File: src/hdl/rsb_pkg.sv
package rsb_pkg;

   localparam int POS_W = 13;
   localparam int RIDX_W = 12;

   typedef logic [2:0] kind_type;

   localparam kind_type KIND_GET = 3'd0;
   localparam kind_type KIND_WRITE = 3'd1;
   localparam kind_type KIND_FLIP = 3'd2;
   localparam kind_type KIND_RANK = 3'd3;
   localparam kind_type KIND_SELECT = 3'd4;
   localparam kind_type KIND_NEXT = 3'd5;

   typedef struct packed {
      kind_type kind;
      logic [POS_W-1:0] position;
      logic write_value;
      logic [RIDX_W-1:0] rank_index;
      logic pos_ok;
      logic next_ok;
      logic rank_beyond;
      logic [5:0] bit_sel;
   } item_type;

   function automatic logic [3:0] pop8(input logic [7:0] x);
      logic [3:0] c;
      c = 4'd0;
      for (int j = 0; j < 8; j++) begin
         c = c + 4'(x[j]);
      end
      return c;
   endfunction

   function automatic logic [6:0] pop64(input logic [63:0] x);
      logic [6:0] c;
      c = 7'd0;
      for (int j = 0; j < 8; j++) begin
         c = c + 7'(pop8(x[j*8 +: 8]));
      end
      return c;
   endfunction

   function automatic logic [5:0] first_one(input logic [63:0] x);
      logic [2:0] byte_sel;
      logic [2:0] bit_sel;
      logic [7:0] byte_val;
      byte_sel = 3'd0;
      bit_sel = 3'd0;
      for (int j = 7; j >= 0; j--) begin
         if (x[j*8 +: 8] != 8'd0) begin
            byte_sel = 3'(j);
         end
      end
      byte_val = x[byte_sel*8 +: 8];
      for (int j = 7; j >= 0; j--) begin
         if (byte_val[j]) begin
            bit_sel = 3'(j);
         end
      end
      return {byte_sel, bit_sel};
   endfunction

endpackage

File: src/hdl/rsb_front.sv
module rsb_front #(
   parameter int BIT_CAPACITY = 4096,
   parameter int SLATE_WORDS = 4
) (
   input  logic clock,
   input  logic reset,
   input  logic req_valid,
   output logic req_ready,
   input  rsb_pkg::kind_type req_kind,
   input  logic [12:0] req_position,
   input  logic req_write_value,
   input  logic [11:0] req_rank_index,
   input  logic [12:0] size_n,
   output logic q_valid,
   input  logic q_pop,
   output rsb_pkg::item_type q_item,
   output logic [((((BIT_CAPACITY+63)/64) > 1) ? $clog2((BIT_CAPACITY+63)/64) : 1)-1:0] q_word,
   output logic [(((((BIT_CAPACITY+63)/64)+SLATE_WORDS-1)/SLATE_WORDS > 1) ?
      $clog2((((BIT_CAPACITY+63)/64)+SLATE_WORDS-1)/SLATE_WORDS) : 1)-1:0] q_slate,
   output logic [((SLATE_WORDS > 1) ? $clog2(SLATE_WORDS) : 1)-1:0] q_offs
);

   localparam int WORD_COUNT = (BIT_CAPACITY + 63) / 64;
   localparam int SLATE_COUNT = (WORD_COUNT + SLATE_WORDS - 1) / SLATE_WORDS;
   localparam int WIW = (WORD_COUNT > 1) ? $clog2(WORD_COUNT) : 1;
   localparam int SKW = (SLATE_COUNT > 1) ? $clog2(SLATE_COUNT) : 1;
   localparam int OW = (SLATE_WORDS > 1) ? $clog2(SLATE_WORDS) : 1;
   localparam int K = WIW + 8;
   localparam int PRW = WIW + K + 1;
   localparam longint RECIP = (64'd1 << K) / SLATE_WORDS;

   rsb_pkg::item_type item_ff [2];
   logic [WIW-1:0] word_ff [2];
   logic [SKW-1:0] slate_ff [2];
   logic [OW-1:0] offs_ff [2];
   logic wr_ptr_ff, wr_ptr_in;
   logic rd_ptr_ff, rd_ptr_in;
   logic [1:0] cnt_ff, cnt_in;

   rsb_pkg::item_type item_new;
   logic [12:0] pos1;
   logic [12:0] idx;
   logic [WIW-1:0] word_new;
   logic [PRW-1:0] prod;
   logic [WIW-1:0] slate_est;
   logic [WIW-1:0] rem_est;
   logic [WIW-1:0] slate_new;
   logic [WIW-1:0] rem_new;
   logic push;

   always_comb begin
      pos1 = (req_position == 13'd0) ? 13'd1 : req_position;
      idx = pos1 - 13'd1;
      word_new = WIW'(idx[12:6]);
      prod = PRW'(word_new) * PRW'(RECIP);
      slate_est = WIW'(prod >> K);
      rem_est = word_new - WIW'(slate_est * SLATE_WORDS);
      if (rem_est >= SLATE_WORDS) begin
         slate_new = slate_est + WIW'(1);
         rem_new = rem_est - WIW'(SLATE_WORDS);
      end else begin
         slate_new = slate_est;
         rem_new = rem_est;
      end
      item_new.kind = req_kind;
      item_new.position = req_position;
      item_new.write_value = req_write_value;
      item_new.rank_index = req_rank_index;
      item_new.pos_ok = (req_position != 13'd0) && (req_position <= size_n);
      item_new.next_ok = (req_position <= size_n) && (size_n != 13'd0);
      item_new.rank_beyond = req_position > size_n;
      item_new.bit_sel = idx[5:0];
   end

   assign req_ready = cnt_ff != 2'd2;
   assign push = req_valid && req_ready;
   assign q_valid = cnt_ff != 2'd0;
   assign q_item = item_ff[rd_ptr_ff];
   assign q_word = word_ff[rd_ptr_ff];
   assign q_slate = slate_ff[rd_ptr_ff];
   assign q_offs = offs_ff[rd_ptr_ff];

   always_comb begin
      wr_ptr_in = push ? ~wr_ptr_ff : wr_ptr_ff;
      rd_ptr_in = q_pop ? ~rd_ptr_ff : rd_ptr_ff;
      cnt_in = cnt_ff + 2'(push) - 2'(q_pop);
   end

   always_ff @(posedge clock) begin
      if (reset) begin
         wr_ptr_ff <= 1'b0;
         rd_ptr_ff <= 1'b0;
         cnt_ff <= 2'd0;
      end else begin
         wr_ptr_ff <= wr_ptr_in;
         rd_ptr_ff <= rd_ptr_in;
         cnt_ff <= cnt_in;
      end
      if (push) begin
         item_ff[wr_ptr_ff] <= item_new;
         word_ff[wr_ptr_ff] <= word_new;
         slate_ff[wr_ptr_ff] <= SKW'(slate_new);
         offs_ff[wr_ptr_ff] <= OW'(rem_new);
      end
   end

endmodule

File: config.mk
export PLATFORM = sky130hd
export DESIGN_NAME = rsb_front
export DESIGN_NICKNAME = d
export VERILOG_FILES = /design/src/hdl/rsb_pkg.sv /design/src/hdl/rsb_front.sv
export SDC_FILE = /design/constraint.sdc
export NUM_CORES = 1
export LEC_CHECK = 0
export BUFFER_PORTS_ARGS = -buffer_cell sky130_fd_sc_hd__buf_2
export CORE_MARGIN = 2
export CORE_UTILIZATION = 25
export CTS_CLUSTER_SIZE = 24
export DETAILED_ROUTE_END_ITERATION = 6
export SYNTH_ARGS = -nofsm -noshare
export SYNTH_HDL_FRONTEND = slang
export SYNTH_SLANG_ARGS = --single-unit
File: constraint.sdc
create_clock -name clock -period 3 [get_ports clock]
set_input_delay 0.15 -clock clock [delete_from_list [all_inputs] [get_ports clock]]
set_output_delay 0.15 -clock clock [all_outputs]
set_load 0.01 [all_outputs]
==> flow_summary.json, run 1 <==
{
  "max_slew.worst_pin.slew_ns": 0.6446,
  "mappedNetlistNets": 306,
  "fin_crit_ns": 2.270,
  "hold_buffers": 16,
  "drtPass1Iterations": 4,
  "dr.max_layer_used": "met4",
  "endpoint_kind": "flip-flop",
  "drtAntennaViolNets": 0,
  "fin_nets": 424,
  "die_h_um": 130.3,
  "cts_post_setup_buffers_inserted": 0,
  "relSlewSlack_pct": 57.02,
  "yosysMostFrequentCell": "edfxtp_1",
  "grt_pass1_vias": 2393,
  "grt_max_degree": 45,
  "drive_gt1_share_pct": 46.05,
  "core_mm2": 0.01571,
  "clk_latency_ns": 0.34,
  "synth_flop_cell": "edfxtp_1",
  "route.met2.wl_um": 4103,
  "fmax_ghz": 0.4405,
  "dieArea_mm2": 0.01697,
  "overflow": 0,
  "drt-total-wl_um": 8282,
  "leakage_nw": 2.018,
  "worstPathRequired_ns": 3.08,
  "die_w_um": 130.3,
  "fin_crit_sh_pct": 75.67,
  "syn_avg_cell_area_um2": 16.33,
  "clock_path_buffers": 2,
  "htree_levels": 3,
  "drt-vias-per-instance": 4.110,
  "drtIter0Drc": 138,
  "cp_data_arrival_time_ns": 2.35,
  "grt_pass1_wl_um": 12380,
  "synth_area_leader_cell": "edfxtp_1",
  "ys_async_sr_fraction_pct": 0,
  "setup_viol": 0,
  "synth_commonest_cells": "edfxtp_1, mux2_2, ha_1, inv_1, nor2_1",
  "rows": 46,
  "port-buffer-count": 97,
  "crit_fanout": 8,
  "m1WireLength_um": 3638,
  "setup_tns_ns": 0,
  "synth_cell_types": 33,
  "antenna_found_initial": 0,
  "synth_edf_count": 88,
  "fin_skew_ns": 0.004257,
  "drc_errors": 0,
  "synth_top_area_share_pct": 66.31,
  "hold_violations": 0,
  "cts_tree": "yes",
  "ys_top_cells_by_area": "edfxtp_1, mux2_2, ha_1",
  "syn_to_final_growth_pct": 30.49,
  "yosys_warnings": 0,
  "fin_util_pct": 33.09,
  "cts_made_buffers": 9,
  "power_mw": 3.617,
  "ys_ff_latch": 93,
  "hpwl_um": 5785,
  "p_per_area_mw_per_mm2": 695.5,
  "antenna_cells": 0,
  "synthCells": 244,
  "routedWlPerCell_um": 14.21,
  "wl_met3_um": 442,
  "slew_viol_final": 0,
  "hold_class": "in -> reg",
  "startpoint_type": "input port",
  "cts_root_buf": "clkbuf_16",
  "cts_resized": 0,
  "io_pins": 98,
  "vias": 2396,
  "critPathKind": "in -> reg",
  "rsz0062_at_grt": "false",
  "path_clk_slew_ns": 0.06,
  "yosysSeqAreaShare_pct": 68.82,
  "gp_congestion": 0.8043,
  "power.ir.vdd_worst_mv": 0.2472,
  "cts.sinks": 93,
  "synth_area_mm2": 0.003985,
  "outcome": "finished clean",
  "num-fill-cells": 1560,
  "initial_core_util_pct": 25.36,
  "grt_use_total_pct": 9.922,
  "maxCapViolations": 0
}
## cell families (layout without fill, tap and decap cells)
group / Yosys count / after routing / synth area share (%)
adders and majority gates: 16 / 16 / 5.023
DFF: 93 / 93 / 68.82
xor gates and xnor gates: 13 / 13 / 2.857
AOI/OAI and AO/OA: 12 / 12 / 2.041
buffers and inverters: 27 / 150 / 3.108
muxes: 44 / 44 / 12.43
and+or+nand+nor: 39 / 39 / 5.714
## state kept, by name (all words and copies together), names as in the netlist, named ones only
register   flops
item_ff       76
word_ff       11
cnt_ff         2
offs_ff        1
rd_ptr_ff      1
wr_ptr_ff      1
## layout make-up
type	instances	area [um2]	area share (%)
clock buffers	9	225.2	4.331
clock inverters	7	90.09	1.732
inverters	16	60.06	1.155
multi-input cells	124	1127	21.68
flip-flops and latches	93	2744	52.77
well taps	216	270.3	5.197
repair buffers	118	683.2	13.14
## worst max-delay path, stage by stage
cell	delay [ns]
buf_2	0.15
or4_1	0.55
or3_1	0.39
nor2_1	0.23
nor2_1	0.11
ha_1	0.23
nor3b_1	0.16
nand2_1	0.15
nor3_1	0.07
xor2_1	0.16
## placed cells by master (no fill, tap or decap), drive strengths merged, types with 2 or more instances in the layout
cell type,count
a21oi,4
xnor2,4
nand4,4
nor2,11
clkbuf,9
mux2,44
or4,3
o21ai,2
edfxtp,88
nand2,2
or3,2
and3,2
nor2b,2
nor4,2
buf,102
nand3,3
inv,16
ha,16
bufinv,2
dfxtp,5
clkinv,4
nor3,4
dlygate4sd3,16
xor2,9
nand2b,2
## power by group
group / internal (mW) / switching [mW]
clock: 0.725 / 0.463
combinational: 0.307 / 0.396
sequential: 1.67 / 0.0600
total: 2.70 / 0.919
## final timing paths
check / startpoint / to / slack (ns) / cells after the start
hold reg to reg: rd_ptr_ff / rd_ptr_ff / 0.52 / 2
setup / recovery: req_position[7] / word_ff[0][2] / 0.73 / 10
setup reg to reg: cnt_ff[0] / word_ff[0][0] / 1.35 / 4
hold / removal: reset / cnt_ff[1] / 0.03 / 2
## through the flow
stage / setup slack (ns) / hold WS (ns) / area (um2) / std cells
2_1_floorplan: 0.07392 / 0.2216 / 3985 / 244
3_3_place_gp: 0.3657 / 0.3397 / 4725 / 551
3_5_place_dp: 0.3485 / 0.3420 / 4725 / 551
4_1_cts: 0.7192 / 0.01685 / 5200 / 583
5_1_grt: 0.6393 / 0.02354 / 5200 / 583
6_report: 0.7299 / 0.03248 / 5200 / 583
## routing by layer
metal / vias up / GRT usage, %
li1: 1152 / -
met1: 1157 / 11.94
met3: 8 / 3.321
met2: 79 / 16.78
met5: - / 0
met4: 0 / 3.226
Note: power is estimated with default switching activity, not from simulation.
==> inputs of run 2 (changes only) <==
==> constraint.sdc (replaced) <==
create_clock -name clock -period 2.2 [get_ports clock]
set_input_delay 0.11 -clock clock [delete_from_list [all_inputs] [get_ports clock]]
set_output_delay 0.11 -clock clock [all_outputs]
set_load 0.01 [all_outputs]
==> run 2 against run 1 <==
Against the previous run: cell count increased by 3.3%; global-route usage increased by 0.64 points; clock power increased by 39%; count of clock-buffer cells in the layout unchanged; first-iteration DRC count decreased by 20%; sequential power increased by 35%; final area increased by 3.1%; power increased by 38%.
==> flow_summary.json, run 2 (synthesis gave the netlist of run 1 again) <==
{
  "grt_max_degree": 30,
  "antenna_found_initial": 0,
  "worstPathRequired_ns": 2.28,
  "clk_latency_ns": 0.34,
  "hold_class": "in -> reg",
  "hpwl_um": 6132,
  "antenna_cells": 0,
  "reg.largest.list": "item_ff: 76 flops, word_ff: 11 flops, cnt_ff: 2 flops",
  "grt_pass1_wl_um": 13010,
  "syn_to_final_growth_pct": 34.51,
  "p_per_area_mw_per_mm2": 930.7,
  "endpoint_kind": "flip-flop",
  "die_h_um": 130.3,
  "drtAntennaViolNets": 0,
  "leakage_nw": 2.113,
  "die_w_um": 130.3,
  "num-fill-cells": 1568,
  "htree_levels": 3,
  "core_mm2": 0.01571,
  "dieArea_mm2": 0.01697,
  "grt_pass1_vias": 2488,
  "clock_path_buffers": 2,
  "max_slew.worst_pin.slew_ns": 0.4117,
  "largest_register": "item_ff",
  "power_mw": 4.989,
  "critPathKind": "in -> reg",
  "initial_core_util_pct": 25.36,
  "cts_resized": 0,
  "setup_viol": 0,
  "rows": 46,
  "multiInputGateArea_mm2": 0.001135,
  "largest_reg_flops": 76,
  "drt-vias-per-instance": 4.028,
  "fmax_ghz": 0.5045,
  "crit_fanout": 4,
  "startpoint_type": "input port",
  "maxCapViolations": 0,
  "power.ir.vdd_worst_mv": 0.3607,
  "fin_nets": 443,
  "gp_congestion": 0.7926,
  "relSlewSlack_pct": 72.55,
  "placed_area_mm2": 0.004860,
  "fin_crit_ns": 1.982,
  "cts_made_buffers": 9,
  "fin_util_pct": 34.11,
  "rsz0062_at_grt": "false",
  "io_pins": 98,
  "port-buffer-count": 97,
  "seqCellArea_mm2": 0.002744,
  "setup_tns_ns": 0,
  "drtPass1Iterations": 4,
  "layout_common_cells": "buf_2, edfxtp_1, mux2_2",
  "fin_crit_sh_pct": 90.10,
  "outcome": "finished clean",
  "cts_root_buf": "clkbuf_16",
  "drtIter0Drc": 111,
  "path_clk_slew_ns": 0.07,
  "cp_data_arrival_time_ns": 2.06,
  "slew_viol_final": 0,
  "grt_use_total_pct": 10.57,
  "vias": 2425,
  "drc_errors": 0,
  "hold_violations": 0,
  "final_cell_area_mm2": 0.005360,
  "final_common_cell": "buf_2",
  "cts_tree": "yes",
  "drt-total-wl_um": 8571,
  "drive_gt1_share_pct": 48.45,
  "fin_skew_ns": 0.007845,
  "routedWlPerCell_um": 14.24,
  "overflow": 0,
  "cts.sinks": 93
}
## run 2: cell types whose count changed in the layout (fill, tap and decap cells not counted), sizes merged
cell,change
buf,+17
dlygate4sd3,+2
clkinv,-1
inv,+2
clkinvlp,-1
## run 2: where the power goes
group | leakage (nW) | total [mW] | internal, mW | switching [mW]
Combinational | 1.09 | 1.00 | 0.441 | 0.562
Clock | 0.158 | 1.65 | 0.999 | 0.651
Sequential | 0.862 | 2.34 | 2.27 | 0.0652
## run 2: worst max-delay path, stage by stage
cell	delay [ns]
dlygate4sd3_1	0.53
buf_2	0.14
or3_1	0.41
nor2_4	0.13
nor2_1	0.07
ha_1	0.20
nor3b_1	0.15
nand2_1	0.11
nor3_1	0.06
xor2_1	0.15
## run 2: area by class of cell
type / count / area share (%)
sequential: 93 / 51.19
multi-input combinational: 124 / 21.17
timing repair buffer: 137 / 15.50
tap: 216 / 5.042
clock buffer: 9 / 4.202
clock inverter: 7 / 1.774
inverter: 16 / 1.120
## run 2: stage by stage
step	setup WS, ns	instances	hold WS [ns]
after floorplan	0.003213	244	0.1816
after global placement	-0.09747	568	0.2998
after detailed placement	-0.1498	568	0.3041
after CTS	0.2113	602	0.03387
after global routing	0.08450	602	0.04418
final	0.2177	602	0.05069
## run 2: final timing paths
path	from	endpoint	slack (ns)	cells past startpoint
setup / recovery	req_position[12]	word_ff[0][2]	0.22	10
hold / removal	q_pop	rd_ptr_ff	0.05	3
setup reg to reg	cnt_ff[0]	cnt_ff[1]	0.62	8
hold reg to reg	rd_ptr_ff	rd_ptr_ff	0.51	2
## run 2: timing repair
action | in CTS | in global routing
buffers inserted | 0 | 0
endpoints found under the hold margin | 39 | 0
hold buffers | 18 | 0
## run 2: metal layers
metal	share of wire [%]	GRT usage, %	vias up
li1	-	-	1195
met1	43	11.97	1151
met4	1.8	4.364	0
met2	51	19.16	67
met3	4.2	2.419	12
met5	0	0	-
